### src/rtl/byr_pkg.sv
// shared types and constants for the byte-run row encoder
`default_nettype none

package byr_pkg;

    // longest row and the width of every byte counter
    localparam int MAX_ROW = 63;
    localparam int CNT_W   = 6;
    localparam int BYTE_W  = 8;

    // configuration port
    localparam int APB_AW  = 3;
    localparam int APB_DW  = 32;
    localparam logic [0:0] REG_ROW_BYTES = 1'b0;
    localparam logic [CNT_W-1:0] ROW_BYTES_RST = CNT_W'(40);

    // run lengths that decide between a replicate run and a fold
    localparam logic [CNT_W-1:0] RUN_MIN_ALONE = CNT_W'(2);
    localparam logic [CNT_W-1:0] RUN_MIN_AFTER = CNT_W'(3);

    // sequencer states
    typedef enum logic [2:0] {
        S_IDLE,
        S_FOLD,
        S_LHDR,
        S_LDATA,
        S_RHDR,
        S_RVAL
    } byr_state_t;

    // one code byte offered to the output stage
    typedef struct packed {
        logic              valid;
        logic [BYTE_W-1:0] code;
        logic              last;
        logic              done;
    } emit_t;

    // literal store access from the sequencer
    typedef struct packed {
        logic              we;
        logic [CNT_W-1:0]  waddr;
        logic [BYTE_W-1:0] wdata;
        logic              re;
        logic [CNT_W-1:0]  raddr;
    } lit_mem_req_t;

endpackage

`default_nettype wire

### src/rtl/byr_lit_mem.sv
// literal byte store, one write and one registered read port
`default_nettype none

module byr_lit_mem (
    input  wire logic                        aclk,
    input  wire byr_pkg::lit_mem_req_t       req,
    output logic [byr_pkg::BYTE_W-1:0]       rdata
);
    import byr_pkg::*;

    logic [BYTE_W-1:0] mem [0:MAX_ROW-1];

    // write port
    always_ff @(posedge aclk) begin
        if (req.we) begin
            mem[req.waddr] <= req.wdata;
        end
    end

    // read port, data holds while no read is issued
    always_ff @(posedge aclk) begin
        if (req.re) begin
            rdata <= mem[req.raddr];
        end
    end

endmodule

`default_nettype wire

### src/rtl/byr_out_reg.sv
// output register for code bytes on the master stream side
`default_nettype none

module byr_out_reg (
    input  wire logic                        aclk,
    input  wire logic                        aresetn,
    input  wire byr_pkg::emit_t              emit,
    output logic                             ready,
    output logic                             m_tvalid,
    input  wire logic                        m_tready,
    output logic [byr_pkg::BYTE_W-1:0]       m_tdata,
    output logic                             m_tlast,
    output logic [0:0]                       m_tuser
);
    import byr_pkg::*;

    logic              valid_reg;
    logic              valid_next;
    logic [BYTE_W-1:0] code_reg;
    logic              last_reg;
    logic              done_reg;

    // slot is free when empty or being drained this cycle
    assign ready      = !valid_reg || m_tready;
    assign valid_next = ready ? emit.valid : valid_reg;

    always_ff @(posedge aclk) begin
        if (!aresetn) begin
            valid_reg <= 1'b0;
        end else begin
            valid_reg <= valid_next;
        end
    end

    // payload loads with each new transaction
    always_ff @(posedge aclk) begin
        if (ready && emit.valid) begin
            code_reg <= emit.code;
            last_reg <= emit.last;
            done_reg <= emit.done;
        end
    end

    assign m_tvalid   = valid_reg;
    assign m_tdata    = code_reg;
    assign m_tlast    = done_reg;
    assign m_tuser[0] = last_reg;

endmodule

`default_nettype wire

### src/rtl/byr_ctrl.sv
// sequencer: run tracking, literal folding and code byte emission
`default_nettype none

module byr_ctrl (
    input  wire logic                        aclk,
    input  wire logic                        aresetn,
    input  wire logic [byr_pkg::CNT_W-1:0]   row_bytes,
    input  wire logic                        s_tvalid,
    output logic                             s_tready,
    input  wire logic [byr_pkg::BYTE_W-1:0]  s_byte,
    output byr_pkg::lit_mem_req_t            mem_req,
    input  wire logic [byr_pkg::BYTE_W-1:0]  mem_rdata,
    output byr_pkg::emit_t                   emit,
    input  wire logic                        out_ready
);
    import byr_pkg::*;

    byr_state_t        state_reg, state_next;
    logic [CNT_W-1:0]  lit_cnt_reg, lit_cnt_next;
    logic [CNT_W-1:0]  run_cnt_reg, run_cnt_next;
    logic [BYTE_W-1:0] run_val_reg, run_val_next;
    logic [CNT_W-1:0]  seen_reg, seen_next;
    logic [CNT_W-1:0]  idx_reg, idx_next;
    logic [BYTE_W-1:0] pend_reg, pend_next;
    logic              end_reg, end_next;
    logic              tail_reg, tail_next;

    logic              accept;
    logic              first;
    logic              same;
    logic              mid_flush;
    logic [CNT_W-1:0]  run_step;
    logic [CNT_W-1:0]  seen_step;
    logic [CNT_W-1:0]  row_len;
    logic              at_end;
    logic              lit_last;
    logic              run_pend;
    logic              final_byte;
    logic              flush_fin;
    byr_state_t        flush_start;
    byr_state_t        after_mid;

    // decode of the incoming byte against the current run
    assign accept    = s_tvalid && s_tready;
    assign first     = (seen_reg == '0);
    assign same      = (s_byte == run_val_reg);
    assign mid_flush = (lit_cnt_reg != '0) ? (run_cnt_reg >= RUN_MIN_AFTER)
                                           : (run_cnt_reg >= RUN_MIN_ALONE);
    assign run_step  = first ? CNT_W'(1)
                     : ((run_cnt_reg < CNT_W'(MAX_ROW)) ? run_cnt_reg + CNT_W'(1)
                                                        : run_cnt_reg);
    assign seen_step = (seen_reg < CNT_W'(MAX_ROW)) ? seen_reg + CNT_W'(1) : seen_reg;
    assign row_len   = (row_bytes == '0) ? CNT_W'(1) : row_bytes;
    assign at_end    = (seen_step >= row_len);

    // flush progress
    assign lit_last   = (state_reg == S_LDATA) && (idx_reg == lit_cnt_reg - CNT_W'(1));
    assign run_pend   = (run_cnt_reg >= RUN_MIN_ALONE);
    assign final_byte = (lit_last && !run_pend) || (state_reg == S_RVAL);
    assign flush_fin  = out_ready && final_byte;
    assign flush_start = (lit_cnt_reg != '0) ? S_LHDR : S_RHDR;
    assign after_mid   = end_reg ? S_FOLD : S_IDLE;

    // next state
    always_comb begin
        state_next = state_reg;
        unique case (state_reg)
            S_IDLE: begin
                if (accept) begin
                    if (!first && !same) begin
                        state_next = mid_flush ? flush_start : S_FOLD;
                    end else if (at_end) begin
                        state_next = (run_step < RUN_MIN_AFTER) ? S_FOLD : flush_start;
                    end
                end
            end
            S_FOLD: begin
                if (run_cnt_reg == CNT_W'(1)) begin
                    state_next = tail_reg ? S_LHDR : after_mid;
                end
            end
            S_LHDR: begin
                if (out_ready) state_next = S_LDATA;
            end
            S_LDATA: begin
                if (out_ready && lit_last) begin
                    if (run_pend) state_next = S_RHDR;
                    else          state_next = tail_reg ? S_IDLE : after_mid;
                end
            end
            S_RHDR: begin
                if (out_ready) state_next = S_RVAL;
            end
            S_RVAL: begin
                if (out_ready) state_next = tail_reg ? S_IDLE : after_mid;
            end
            default: state_next = S_IDLE;
        endcase
    end

    // counters and run registers
    always_comb begin
        lit_cnt_next = lit_cnt_reg;
        run_cnt_next = run_cnt_reg;
        run_val_next = run_val_reg;
        seen_next    = seen_reg;
        idx_next     = idx_reg;
        pend_next    = pend_reg;
        end_next     = end_reg;
        tail_next    = tail_reg;
        if (accept) begin
            seen_next = seen_step;
            pend_next = s_byte;
            end_next  = at_end;
            if (first) begin
                lit_cnt_next = '0;
                run_val_next = s_byte;
                run_cnt_next = run_step;
                tail_next    = at_end;
            end else if (same) begin
                run_cnt_next = run_step;
                tail_next    = at_end;
            end else begin
                tail_next    = 1'b0;
            end
        end
        // fold one copy of the run value into the literal
        if (state_reg == S_FOLD) begin
            lit_cnt_next = lit_cnt_reg + CNT_W'(1);
            run_cnt_next = run_cnt_reg - CNT_W'(1);
            if (run_cnt_reg == CNT_W'(1) && !tail_reg) begin
                run_val_next = pend_reg;
                run_cnt_next = CNT_W'(1);
                tail_next    = end_reg;
            end
        end
        // literal read index
        if (out_ready && state_reg == S_LHDR) begin
            idx_next = '0;
        end else if (out_ready && state_reg == S_LDATA && !lit_last) begin
            idx_next = idx_reg + CNT_W'(1);
        end
        // end of a flush
        if (flush_fin) begin
            lit_cnt_next = '0;
            run_cnt_next = '0;
            if (tail_reg) begin
                seen_next = '0;
                tail_next = 1'b0;
            end else begin
                run_val_next = pend_reg;
                run_cnt_next = CNT_W'(1);
                tail_next    = end_reg;
            end
        end
    end

    // outputs to the stream, the output stage and the literal store
    always_comb begin
        s_tready      = (state_reg == S_IDLE);
        emit.valid    = 1'b0;
        emit.code     = run_val_reg;
        emit.last     = final_byte && (tail_reg || !end_reg);
        emit.done     = final_byte && tail_reg;
        mem_req.we    = (state_reg == S_FOLD);
        mem_req.waddr = lit_cnt_reg;
        mem_req.wdata = run_val_reg;
        mem_req.re    = 1'b0;
        mem_req.raddr = idx_reg + CNT_W'(1);
        unique case (state_reg)
            S_LHDR: begin
                emit.valid    = 1'b1;
                emit.code     = BYTE_W'(lit_cnt_reg - CNT_W'(1));
                mem_req.re    = out_ready;
                mem_req.raddr = '0;
            end
            S_LDATA: begin
                emit.valid = 1'b1;
                emit.code  = mem_rdata;
                mem_req.re = out_ready && !lit_last;
            end
            S_RHDR: begin
                emit.valid = 1'b1;
                emit.code  = BYTE_W'(1) - BYTE_W'(run_cnt_reg);
            end
            S_RVAL: begin
                emit.valid = 1'b1;
            end
            S_IDLE, S_FOLD: begin
                emit.valid = 1'b0;
            end
            default: emit.valid = 1'b0;
        endcase
    end

    // control registers
    always_ff @(posedge aclk) begin
        if (!aresetn) begin
            state_reg   <= S_IDLE;
            lit_cnt_reg <= '0;
            run_cnt_reg <= '0;
            run_val_reg <= '0;
            seen_reg    <= '0;
            idx_reg     <= '0;
            end_reg     <= 1'b0;
            tail_reg    <= 1'b0;
        end else begin
            state_reg   <= state_next;
            lit_cnt_reg <= lit_cnt_next;
            run_cnt_reg <= run_cnt_next;
            run_val_reg <= run_val_next;
            seen_reg    <= seen_next;
            idx_reg     <= idx_next;
            end_reg     <= end_next;
            tail_reg    <= tail_next;
        end
    end

    // held copy of the byte that starts the next run
    always_ff @(posedge aclk) begin
        pend_reg <= pend_next;
    end

    // pending literal and run never hold more bytes than the longest row
    assert property (@(posedge aclk) disable iff (!aresetn)
        ({1'b0, lit_cnt_reg} + {1'b0, run_cnt_reg}) <= (CNT_W + 1)'(MAX_ROW))
        else $error("literal plus run exceeds row limit");

    // the byte that ends a row also ends its burst
    assert property (@(posedge aclk) disable iff (!aresetn)
        emit.valid && emit.done |-> emit.last)
        else $error("row end without burst end");

    // after the row end transaction the sequencer is back at row start
    assert property (@(posedge aclk) disable iff (!aresetn)
        emit.valid && emit.done && out_ready |=> state_reg == S_IDLE && seen_reg == '0)
        else $error("row not restarted after final byte");

    // a fold never starts from an empty run
    assert property (@(posedge aclk) disable iff (!aresetn)
        state_reg == S_FOLD |-> run_cnt_reg != '0)
        else $error("fold with empty run");

endmodule

`default_nettype wire

### src/rtl/byterun_row_encoder.sv
// top level of the byte-run row encoder: config register, sequencer, store, output stage
// an item that yields no code byte is taken without a stall; a fold of the run into the
// literal writes each folded byte to the store (at most two per fold, two folds per item)
// code bytes then follow in order, paced by the single read port of the literal
// store, and reach the ports through the output register
// synchronous reset clears control state and sets row_bytes to 40, the store is not cleared
`default_nettype none

module byterun_row_encoder (
    input  wire logic                          aclk,
    input  wire logic                          aresetn,
    // input stream
    input  wire logic                          s_tvalid,
    output logic                               s_tready,
    input  wire logic [7:0]                    s_tdata,  // [7:0] data_byte
    // result stream
    output logic                               m_tvalid,
    input  wire logic                          m_tready,
    output logic [7:0]                         m_tdata,  // [7:0] code_byte
    output logic                               m_tlast,  // row_done
    output logic [0:0]                         m_tuser,  // [0] last_of_burst
    // configuration port
    input  wire logic                          psel,
    input  wire logic                          penable,
    input  wire logic                          pwrite,
    input  wire logic [byr_pkg::APB_AW-1:0]    paddr,
    input  wire logic [byr_pkg::APB_DW-1:0]    pwdata,
    output logic [byr_pkg::APB_DW-1:0]         prdata,
    output logic                               pready
);
    import byr_pkg::*;

    logic [CNT_W-1:0]  row_bytes_reg, row_bytes_next;
    logic              cfg_wr;
    logic              reg_hit;
    lit_mem_req_t      mem_req;
    logic [BYTE_W-1:0] mem_rdata;
    emit_t             emit;
    logic              out_ready;

    // register decode
    assign pready  = 1'b1;
    assign reg_hit = (paddr[APB_AW-1] == REG_ROW_BYTES);
    assign cfg_wr  = psel && penable && pwrite && pready && reg_hit;
    assign row_bytes_next = cfg_wr ? pwdata[CNT_W-1:0] : row_bytes_reg;
    assign prdata  = reg_hit ? APB_DW'(row_bytes_reg) : '0;

    always_ff @(posedge aclk) begin
        if (!aresetn) begin
            row_bytes_reg <= ROW_BYTES_RST;
        end else begin
            row_bytes_reg <= row_bytes_next;
        end
    end

    // sequencer
    byr_ctrl u_ctrl (
        .aclk      (aclk),
        .aresetn   (aresetn),
        .row_bytes (row_bytes_reg),
        .s_tvalid  (s_tvalid),
        .s_tready  (s_tready),
        .s_byte    (s_tdata),
        .mem_req   (mem_req),
        .mem_rdata (mem_rdata),
        .emit      (emit),
        .out_ready (out_ready)
    );

    // literal store
    byr_lit_mem u_lit_mem (
        .aclk  (aclk),
        .req   (mem_req),
        .rdata (mem_rdata)
    );

    // output register
    byr_out_reg u_out_reg (
        .aclk     (aclk),
        .aresetn  (aresetn),
        .emit     (emit),
        .ready    (out_ready),
        .m_tvalid (m_tvalid),
        .m_tready (m_tready),
        .m_tdata  (m_tdata),
        .m_tlast  (m_tlast),
        .m_tuser  (m_tuser)
    );

endmodule

`default_nettype wire
### config.mk
export PLATFORM = sky130hd
export DESIGN_NAME = byterun_row_encoder
export DESIGN_NICKNAME = d
export VERILOG_FILES = /design/src/rtl/byr_pkg.sv /design/src/rtl/byr_lit_mem.sv /design/src/rtl/byr_out_reg.sv /design/src/rtl/byr_ctrl.sv /design/src/rtl/byterun_row_encoder.sv
export SDC_FILE = /design/constraint.sdc
export NUM_CORES = 1
export LEC_CHECK = 0
export BUFFER_PORTS_ARGS = -buffer_cell sky130_fd_sc_hd__buf_2
export CORE_MARGIN = 2
export CORE_UTILIZATION = 60
export DETAILED_ROUTE_END_ITERATION = 8
export PLACE_DENSITY_LB_ADDON = 0.05
export SLEW_MARGIN = 20
export SYNTH_ARGS = -nofsm -noshare
export SYNTH_HDL_FRONTEND = slang
export SYNTH_SLANG_ARGS = --single-unit
export TNS_END_PERCENT = 100
### constraint.sdc
create_clock -name aclk -period 8.7 [get_ports aclk]
set_clock_uncertainty 0.05 [all_clocks]
set_input_delay 0.87 -clock aclk [delete_from_list [all_inputs] [get_ports aclk]]
set_output_delay 0.87 -clock aclk [all_outputs]
set_load 0.02 [all_outputs]
==> results of run 1 <==
==> layer usage <==
metal	routed length (µm)	GRT usage	up-vias
met5	0	0	-
met4	2905	0.1259	0
met1	27230	0.4460	8321
met2	31750	0.4886	1048
li1	-	-	7347
met3	7600	0.06898	196
==> kinds of logic (layout without fill, tap and decap cells) <==
family,after synthesis,in the layout,share of synthesized area
other,2,28,0.0002972
flip-flops,574,574,0.6647
adder cells (fa/ha/maj),19,19,0.009408
buffers and inverters,176,209,0.03412
AO/OA/AOI/OAI,468,468,0.1243
XOR/XNOR,36,36,0.01386
multiplexers,128,128,0.06101
AND/OR/NAND/NOR,509,509,0.09225
==> cell usage after synthesis (9+ instances only) <==
cell | instances | share of area
nor3_1 | 29 | 0.0057
buf_1 | 12 | 0.0018
a211oi_1 | 19 | 0.0056
mux2i_1 | 82 | 0.032
nor2b_1 | 14 | 0.0035
o211ai_1 | 23 | 0.0068
dfxtp_1 | 44 | 0.035
nor2_1 | 175 | 0.026
a221oi_1 | 23 | 0.0080
and3_1 | 17 | 0.0042
xor2_1 | 16 | 0.0055
or3_1 | 13 | 0.0032
a21oi_1 | 124 | 0.025
a31oi_1 | 28 | 0.0069
buf_2 | 35 | 0.0069
ha_1 | 19 | 0.0094
xnor2_1 | 17 | 0.0059
nand2_1 | 153 | 0.023
o221ai_1 | 24 | 0.0083
mux2_2 | 28 | 0.012
nand2b_1 | 9 | 0.0022
edfxtp_1 | 530 | 0.63
nor4_1 | 9 | 0.0022
o22ai_1 | 19 | 0.0047
inv_1 | 28 | 0.0042
mux4_2 | 18 | 0.016
buf_4 | 32 | 0.0095
a311oi_1 | 11 | 0.0038
o21ai_0 | 99 | 0.020
clkbuf_1 | 64 | 0.0095
nand3_1 | 49 | 0.0097
==> how the worst max path moves through the flow <==
stage | cells after the start | slack [ps] | to | startpoint
floorplan | 12 | 5980 | u_ctrl.state_reg[0] | u_ctrl.seen_reg[0]
global placement | 8 | 4300 | u_lit_mem.rdata[6] | u_ctrl.idx_reg[0]
detailed placement | 8 | 4270 | u_lit_mem.rdata[6] | u_ctrl.idx_reg[0]
CTS | 8 | 4280 | u_lit_mem.rdata[6] | u_ctrl.idx_reg[0]
global route | 8 | 4070 | u_lit_mem.rdata[5] | u_ctrl.idx_reg[0]
finish | 7 | 4120 | u_lit_mem.rdata[3] | u_ctrl.idx_reg[0]
==> cell type report <==
type,count,area (µm²)
Antenna cell,1,2.502
Fill cell,2999,13920
Inverter,28,105.1
Multi-Input combinational cell,1187,7777
Clock buffer,72,1567
Timing Repair Buffer,75,465.4
Tap cell,539,674.4
Sequential cell,574,16810
Clock inverter,34,440.4
==> per-stage QoR <==
step           power (mW)  setup WS [ps]  hold WS, ps  cell area, µm²
6_report            6.748           4125        425.7           27840
5_1_grt             6.932           4065        417.9           27840
4_1_cts             6.748           4278        401.9           27840
3_5_place_dp        4.163           4274        442.9           25830
3_3_place_gp        4.140           4297        431.6           25830
2_1_floorplan       3.883           5982        413.4           25360
==> where the power goes <==
part | switching, mW | total (mW) | internal [mW]
logic | 0.588 | 0.788 | 0.200
registers | 0.0551 | 3.33 | 3.28
clock network | 1.06 | 2.63 | 1.57
==> results.md, run 1 <==
* Die extent in x at 209.2 µm
* Worst path max stage delay at 960 ps
* Area grow syn2layout at 10.19%
* Post-CTS Hold Buffers at 0
* GRT Total Usage at 0.3174
* Pwr dens at approximately 240 nW/µm²
* Maximum Capacitance Violations at 0
* Netlist cell types at 88
* Synth Area per Inst at 13.22 µm²
* Leak at about 9.1 nW
* Reg with most FFs: u_lit_mem.mem
* Most common cell after layout, fill and taps aside: edfxtp_1
* Die Y at approximately 210 µm
* Final period utilization at 0.5259
* Slew at the pin closest to its max-slew limit at 1080 ps
* Synth async-reset ratio at 0
* CTS resizes at 0
* Core area at 41760 µm²
* Residual DRC at 0
* Grt ovf at 0
* Hold Crit Depth at 1
* Die area at approximately 44000 µm²
* Crit-path cells: buf_4 > nand3_1 > xnor2_4 > a21oi_1 > a2111oi_0 > a31oi_1 > o2bb2ai_1
* WP buf/inv at 1
* WL/cell at around 28 µm
* Worst Reg2Reg Path Length in Cells at 7
* Post-synth EDFFs at 530
* Main synth FF type: edfxtp_1
* Setup Crit Path Kind: register to register
* Setup violations, final at 0
* Most frequent cells in the layout: 530 x edfxtp_1, 175 x nor2_1, 153 x nand2_1
* Arr. time, crit path at between 4000 and 5000 ps
* Post-layout min period at roughly 4600 ps
* Sink Count at 574
* Reg2reg end: u_lit_mem.rdata[3]
* Routed Antenna Nets at 0
* H-tree Lvls at 2
* Hold endpoint: u_ctrl.pend_reg[3]
* CTS tree: built
* Hpwl dp at 42190 µm
* VDD IR max at 0.2605 mV
* Fmax at approximately 220 MHz
* Vias per cell at 6.738
* Final #Nets at 1993
* Clk pin slew, worst setup/hold paths at 60 ps
* Ratio of cells with drive above 1 in the final layout at 0.1279
* CTS Buffer Depth at 3
* Max reg flops at 504
* Post-Layout Cell Count at 2510
* Final Max Slew Viols at 0
* Post-CTS Setup Bufs at 0
* Num CTS Buffers at 58
* 1st-iter DRT viols at 2769
* Final hold vios at 0
* Global-route wire length before repair at about 100000 µm
* Mapped Cells at 1912
* Min-Delay Startpoint: s_tdata[3]
* RR Startpoint: u_ctrl.idx_reg[0]
* WP data required at between 8000 and 9000 ps
* Largest net degree at the start of global routing at 69
* Unrepaired setup endpoints after global routing: false
* Initial antenna violation count at 0
* Register bit total from synthesis at around 570
* Starting density of the core at 0.6051
* FF-to-FF setup slack at approximately 4100 ps
* Worst skew pair latency at 630 ps
* Cell family with most CP delay: compound AO/OA/AOI/OAI gates
* Synth warn at 0
* Final Core Density at 0.6667
* Num rows at between 70 and 80
* HP Class: primary input to register
* Ports at 95
* Worst rel slew slack at 0.2773
* Status: finished clean
* RePlAce Congestion at a little under 0.9
* Port-buffer cells at 39
* Root buf cell: clkbuf_16
* Crit. End Element: register
* Setup TNS at 0 ps
* Slowest-stage cell, CP: a2111oi_0
* Vias post-DR at around 17000
* Worst Path Max Fanout at 59
* Crit path launch type: register
* Drt total wl at slightly below 70000 µm
* Mapped Area at 25270 µm²
* Post-synthesis sequential area ratio at 0.6647
* DRT Pass-1 Iters at 6
* Vias in the first global route at 16161
* Cells after DPL at 2403
(Power assumes the default switching activity.)
==> run 2, diff against run 1 <==
ABC_AREA = 1   (was unset)
CORE_UTILIZATION = 56   (was 60)
clock period = 4.05 ns   (was 8.7 ns; I/O delays follow)
==> run 2 against run 1 <==
Clock power rose by 110%. Final cell count rose by 19%. Combinational power rose to 2.8 times the previous value. Non-clock buffer count rose by 7. Utilization fell by 3.8 points. Register-to-register slack got worse by 3400 ps. Cell area barely moved. Die area rose by 6.8%. Critical path depth fell by 2. Global-route usage fell by 4.1 points. Highest routed layer unchanged.
==> results.md, run 2 <==
* Crit. End Element: register
* Final #Nets at 2420
* Worst rel slew slack at 0.3098
* Worst Reg2Reg Path Length in Cells at 5
* GRT Total Usage at 0.2767
* Port-buffer cells at 39
* Min-Delay Startpoint: pwdata[4]
* Fmax at between 300 and 400 MHz
* Ports at 95
* Pwr dens at 541.0 nW/µm²
* Initial antenna violation count at 0
* Vias in the first global route at around 17000
* Starting density of the core at 0.5690
* Maximum Capacitance Violations at 0
* VDD IR max at 0.4877 mV
* Reg2reg end: u_lit_mem.mem[41][4]
* WP data required at 4250 ps
* Design area at between 20000 and 30000 µm²
* Residual DRC at 0
* CTS resizes at 0
* WL/cell at 21.61 µm
* Core area at 44320 µm²
* Unrepaired setup endpoints after global routing: false
* Worst skew pair latency at 620 ps
* Sink Count at 574
* Leak at 10.07 nW
* Worst path max stage delay at between 900 and 1000 ps
* Setup violations, final at 0
* Post-layout min period at 3295 ps
* Drt total wl at 64640 µm
* N_diodes at 0
* Clk pin slew, worst setup/hold paths at 60 ps
* Ratio of cells with drive above 1 in the final layout at 0.08962
* Crit-path cells: inv_1 > nand3_1 > inv_1 > nand3_1 > nor2_1
* Status: finished clean
* Worst Path Max Fanout at 13
* Synth warn at 0
* Compound-Gate Fraction of Synth Area at 0.1066
* Post-synth EDFFs at 530
* Vias post-DR at 17563
* Register bit total from synthesis at 574
* Most frequent cells in the layout: 530 x edfxtp_1, 358 x nor2_1, 356 x nand2_1
* 1st-iter DRT viols at 2029
* Post-synth top area cell: edfxtp_1
* Hold endpoint: row_bytes_reg[4]
* Grt ovf at 0
* Synth Area per Inst at about 11 µm²
* Synth top cells by count: 530 x edfxtp_1, 358 x nor2_1, 357 x nand2_1
* Setup Crit Path Kind: register to register
* Post-synthesis sequential area ratio at 0.6661
* Adder-Cell Fraction of Synth Area at 0.009427
* Vias per cell at just under 6
* Multi-input combinational cell area at 7216 µm²
* Max reg flops at 504
* Largest net degree at the start of global routing at 183
* Netlist cell types at 43
* Crit path launch type: register
* CTS tree: built
* DRT Pass-1 Iters at 6
* HP Class: primary input to register
* H-tree Lvls at 2
* Reg with most FFs: u_lit_mem.mem
* Arr. time, crit path at ~3500 ps
* Post-CTS Setup Bufs at 0
* Final Max Slew Viols at 0
* Final period utilization at 0.8135
* Slowest-stage cell, CP: nor2_1
* Final hold vios at 0
* RR Startpoint: u_ctrl.state_reg[1]
* Main synth FF type: edfxtp_1
* RePlAce Congestion at 0.8803
* Die area at 46740 µm²
* Die extent in x at 216.2 µm
* Global-route wire length before repair at 98380 µm
* Root buf cell: clkbuf_16
* Mapped Cells at 2329
* Slew at the pin closest to its max-slew limit at 1035 ps
* Post-synthesis simple-gate area fraction at 0.1628
* Post-synthesis mux area share at 0
* Post-synthesis xor/xnor area fraction at 0.002779
* Hpwl dp at 38080 µm
* Setup TNS at 0 ps
* Synth async-reset ratio at 0
* Mapped Area at 25220 µm²
* Hold Crit Depth at 3
* Num CTS Buffers at 57
* Routed Antenna Nets at 0
* Instance area after placement at 25810 µm²
* Area grow syn2layout at 10.42%
* Register area at 16810 µm²
* Die Y at 216.2 µm
* Synth top area cells: edfxtp_1 63%, nor2_1 5.3%, nand2_1 5.3%
* CTS Buffer Depth at 3
* FF-to-FF setup slack at 760 ps
* Most common cell after layout, fill and taps aside: edfxtp_1
* Largest family of logic cells by synthesized area: simple AND/OR/NAND/NOR gates
* Num rows at 77
* Post-CTS Hold Buffers at 10
* Area share of the largest cell type after synthesis at 0.6311
* Most frequent cell after synthesis: edfxtp_1
* # fillers at around 3500
run 2: changes by cell type in the layout (fill, tap and decap cells not counted), sizes merged, moves of 73 or more:
cell,delta
o21ai,+143
mux2i,-82
a21oi,-73
nand3,+158
inv,+109
nor2,+185
nand2,+207
o211ai,+106
run 2: kinds of logic (layout without fill, tap and decap cells):
group                    count (synthesis)  count (layout)
AND/OR/NAND/NOR                        984             984
flip-flops                             574             574
AO/OA/AOI/OAI                          457             457
buffers and inverters                  285             330
adder cells (fa/ha/maj)                 19              19
XOR/XNOR                                 8               8
other                                    2              27
run 2: area by class of cell:
cell class,count,area share
multi-input cells,1495,0.2591
inverters,141,0.01919
clock inverters,38,0.01600
well taps,592,0.02660
repair buffers,82,0.02175
flip-flops and latches,574,0.6037
clock buffers,69,0.05361
run 2: per-stage QoR:
| step | std cells | power, mW | setup WS [ps] | util | hold WS, ps |
|---|---|---|---|---|---|
| after floorplan | 2354 | 8.863 | 1330 | - | 394.5 |
| after global placement | 2874 | 9.598 | 836.7 | 0.5823 | 430.7 |
| after detailed placement | 2874 | 9.668 | 783.4 | 0.5823 | 435.6 |
| after CTS | 2991 | 15.10 | 776.4 | 0.6283 | 5.026 |
| after global routing | 2991 | 15.59 | 620.6 | 0.6283 | 22.37 |
| final | 2991 | 15.06 | 755.4 | 0.6283 | 31.38 |
run 2: worst max-delay path by stage:
stage	startpoint	to	slack [ps]	cells past startpoint
5_1_grt	u_ctrl.state_reg[2]	u_lit_mem.mem[41][4]	620	5
3_5_place_dp	u_ctrl.state_reg[1]	u_lit_mem.mem[41][1]	780	5
3_3_place_gp	u_ctrl.state_reg[1]	u_lit_mem.mem[41][1]	840	5
4_1_cts	u_ctrl.state_reg[1]	u_lit_mem.mem[41][4]	780	5
2_1_floorplan	u_ctrl.lit_cnt_reg[0]	u_lit_mem.rdata[0]	1330	15
6_report	u_ctrl.state_reg[1]	u_lit_mem.mem[41][4]	760	5
run 2: power breakdown:
group	internal, mW	switching (mW)	total [mW]
Clock	3.20	2.27	5.48
Sequential	7.17	0.224	7.39
Combinational	0.533	1.66	2.19
Total	10.9	4.16	15.1
run 2: worst max-delay path: cells and delay by family, from the launching register on:
kind                   cells  cell delay (ps)
buffers and inverters      2              530
DFF                        1              400
and+or+nand+nor            3             1940
run 2: routing by layer:
metal  wire (µm)  share of wire  up-vias  GRT usage
li1            -              -     8206          -
met1       27710           0.43     8564     0.3931
met2       30320           0.47      677     0.4384
met3        4754          0.074      116    0.04884
met4        1848          0.029        0    0.08744
met5           0              0        -          0
==> run 3, diff against run 2 <==
clock period = 2.9 ns   (was 4.05 ns; I/O delays follow)
==> run 3 against run 2 <==
Flip-flop and latch count unchanged. Setup slack lost 520 ps. Critical endpoint is now u_ctrl.state_reg[0]. Hold slack better by 2.5 ps. Highest routed layer unchanged. Largest power group unchanged.
==> results.md, run 3 (synthesis gave the netlist of run 2 again) <==
* Status: finished clean
* HP Class: primary input to register
* Arr. time, crit path at 3160 ps
* Die area at 46740 µm²
* RePlAce Congestion at around 0.96
* Root buf cell: clkbuf_16
* N_diodes at 0
* Worst Path Max Fanout at 6
* Vias post-DR at 17820
* Sink Count at roughly 570
* Final hold vios at 0
* Max reg flops at roughly 500
* Worst path max stage delay at 360 ps
* Pwr dens at 729.4 nW/µm²
* DRT Pass-1 Iters at 6
* Setup violations, final at 0
* Residual DRC at 0
* Post-layout min period at 2663 ps
* Slew at the pin closest to its max-slew limit at 871.0 ps
* Starting density of the core at 0.5690
* CTS Buffer Depth at 3
* Largest net degree at the start of global routing at 104
* Grt ovf at 0
* Die extent in x at approximately 220 µm
* Area grow syn2layout at 13.85%
* Most frequent cells in the layout: 530 x edfxtp_1, 356 x nor2_1, 355 x nand2_1
* Crit path launch type: register
* Design area at 28710 µm²
* Worst skew pair latency at 640 ps
* Final #Nets at 2523
* Global-route wire length before repair at 99760 µm
* Crit. End Element: register
* Port-buffer cells at 39
* Clk pin slew, worst setup/hold paths at approximately 60 ps
* 1st-iter DRT viols at 2087
* Die Y at 216.2 µm
* CTS tree: built
* Final period utilization at 0.9184
* Crit-path cells: ha_1 > nand3_1 > nor2_2 > nand2_2 > nand2_1 > xor2_1 > inv_1 > ha_1 > nand2_1 > nor2_1 > o21ai_0 > nand2_1 > nor2_1 > nand3_1 > nand3_1 > nor2_1 > nand2_1 > a21oi_1
* Ratio of cells with drive above 1 in the final layout at 0.1244
* Routed Antenna Nets at 0
* Reg with most FFs: u_lit_mem.mem
* Setup Crit Path Kind: register to register
* Final Max Slew Viols at 0
* Unrepaired setup endpoints after global routing: false
* Drt total wl at about 65000 µm
* Instance area after placement at around 27000 µm²
* # fillers at 3456
* GRT Total Usage at 0.2780
* H-tree Lvls at 2
* Vias in the first global route at 17053
* CP most frequent cell: nand2_1
* Ports at 95
* WP buf/inv at 1
* Setup TNS at 0 ps
* Leak at 10.62 nW
* Num rows at 77
* Most common cell after layout, fill and taps aside: edfxtp_1
* Hpwl dp at 38920 µm
* Num CTS Buffers at 58
* Maximum Capacitance Violations at 0
* Fmax at about 380 MHz
* Core area at between 40000 and 50000 µm²
* Cell family with most CP delay: simple AND/OR/NAND/NOR gates
* Vias per cell at 5.763
* Initial antenna violation count at 0
* Worst rel slew slack at 0.4193
* WP data required at 3390 ps
* WL/cell at approximately 21 µm
* Slowest-stage cell, CP: dfxtp_1
* VDD IR max at between 0.5 and 0.6 mV
-- run 3: changes by cell type in the layout (fill, tap and decap cells not counted), moves of 2 or more --
cell	delta
dlygate4sd3_1	+9
clkinv_1	+2
nor2_2	+2
clkinv_4	-3
clkbuf_1	-3
nor2_1	-2
bufinv_16	-2
clkinv_2	+4
buf_4	+83
buf_12	+10
-- run 3: repair_timing --
action                                 4_1_cts  5_1_grt
endpoints found under the hold margin       14        0
hold buffers                                19        0
setup endpoints to repair                    0        4
resized for setup                            0        3
setup buffers                                0        0
-- run 3: per-stage QoR --
step	setup slack, ps	std cells	util	hold WS, ps	power, mW
3_3_place_gp	231.6	2967	0.6009	436.3	13.52
2_1_floorplan	180.2	2354	-	338.9	12.38
4_1_cts	179.9	3092	0.6477	7.601	21.01
5_1_grt	9.448	3092	0.6478	36.25	21.73
6_report	236.7	3092	0.6478	33.93	20.94
3_5_place_dp	198.9	2967	0.6009	447.3	13.60
-- run 3: layout make-up --
cell class,count,area (µm²),area share
Sequential cell,574,16810,0.5855
Multi-Input combinational cell,1495,7223,0.2516
Clock inverter,40,401.6,0.01399
Tap cell,592,740.7,0.02580
Inverter,141,534.3,0.01861
Timing Repair Buffer,184,1519,0.05291
Clock buffer,66,1481,0.05160
-- run 3: final timing paths --
check                        startpoint               endpoint  slack [ps]  cells after the start
setup reg to reg     u_ctrl.seen_reg[0]    u_ctrl.state_reg[0]         240                     18
hold / removal                  aresetn      u_ctrl.idx_reg[0]          30                      3
hold reg to reg   u_ctrl.run_cnt_reg[3]  u_ctrl.run_cnt_reg[3]         490                      2
setup / recovery     u_ctrl.seen_reg[0]    u_ctrl.state_reg[0]         240                     18
-- run 3: power by group --
group	internal (mW)	switching [mW]
registers	10.0	0.199
logic	0.821	2.47
clock network	4.28	3.16
-- run 3: worst register-to-register path, stage by stage, from the launching register on --
cell and delay, ps:
dfxtp_1 360, ha_1 180, nand3_1 110, nor2_2 160
nand2_2 120, nand2_1 100, xor2_1 200, inv_1 70
ha_1 270, nand2_1 60, nor2_1 80, o21ai_0 70
nand2_1 70, nor2_1 60, nand3_1 90, nand3_1 140
nor2_1 210, nand2_1 80, a21oi_1 130
-- run 3: metal layers --
metal,GRT usage,vias to the layer above,part of all wire
met2,0.4357,718,0.46
met3,0.03705,121,0.074
li1,-,8427,-
met1,0.4021,8554,0.44
met4,0.09977,0,0.031
met5,0,-,0
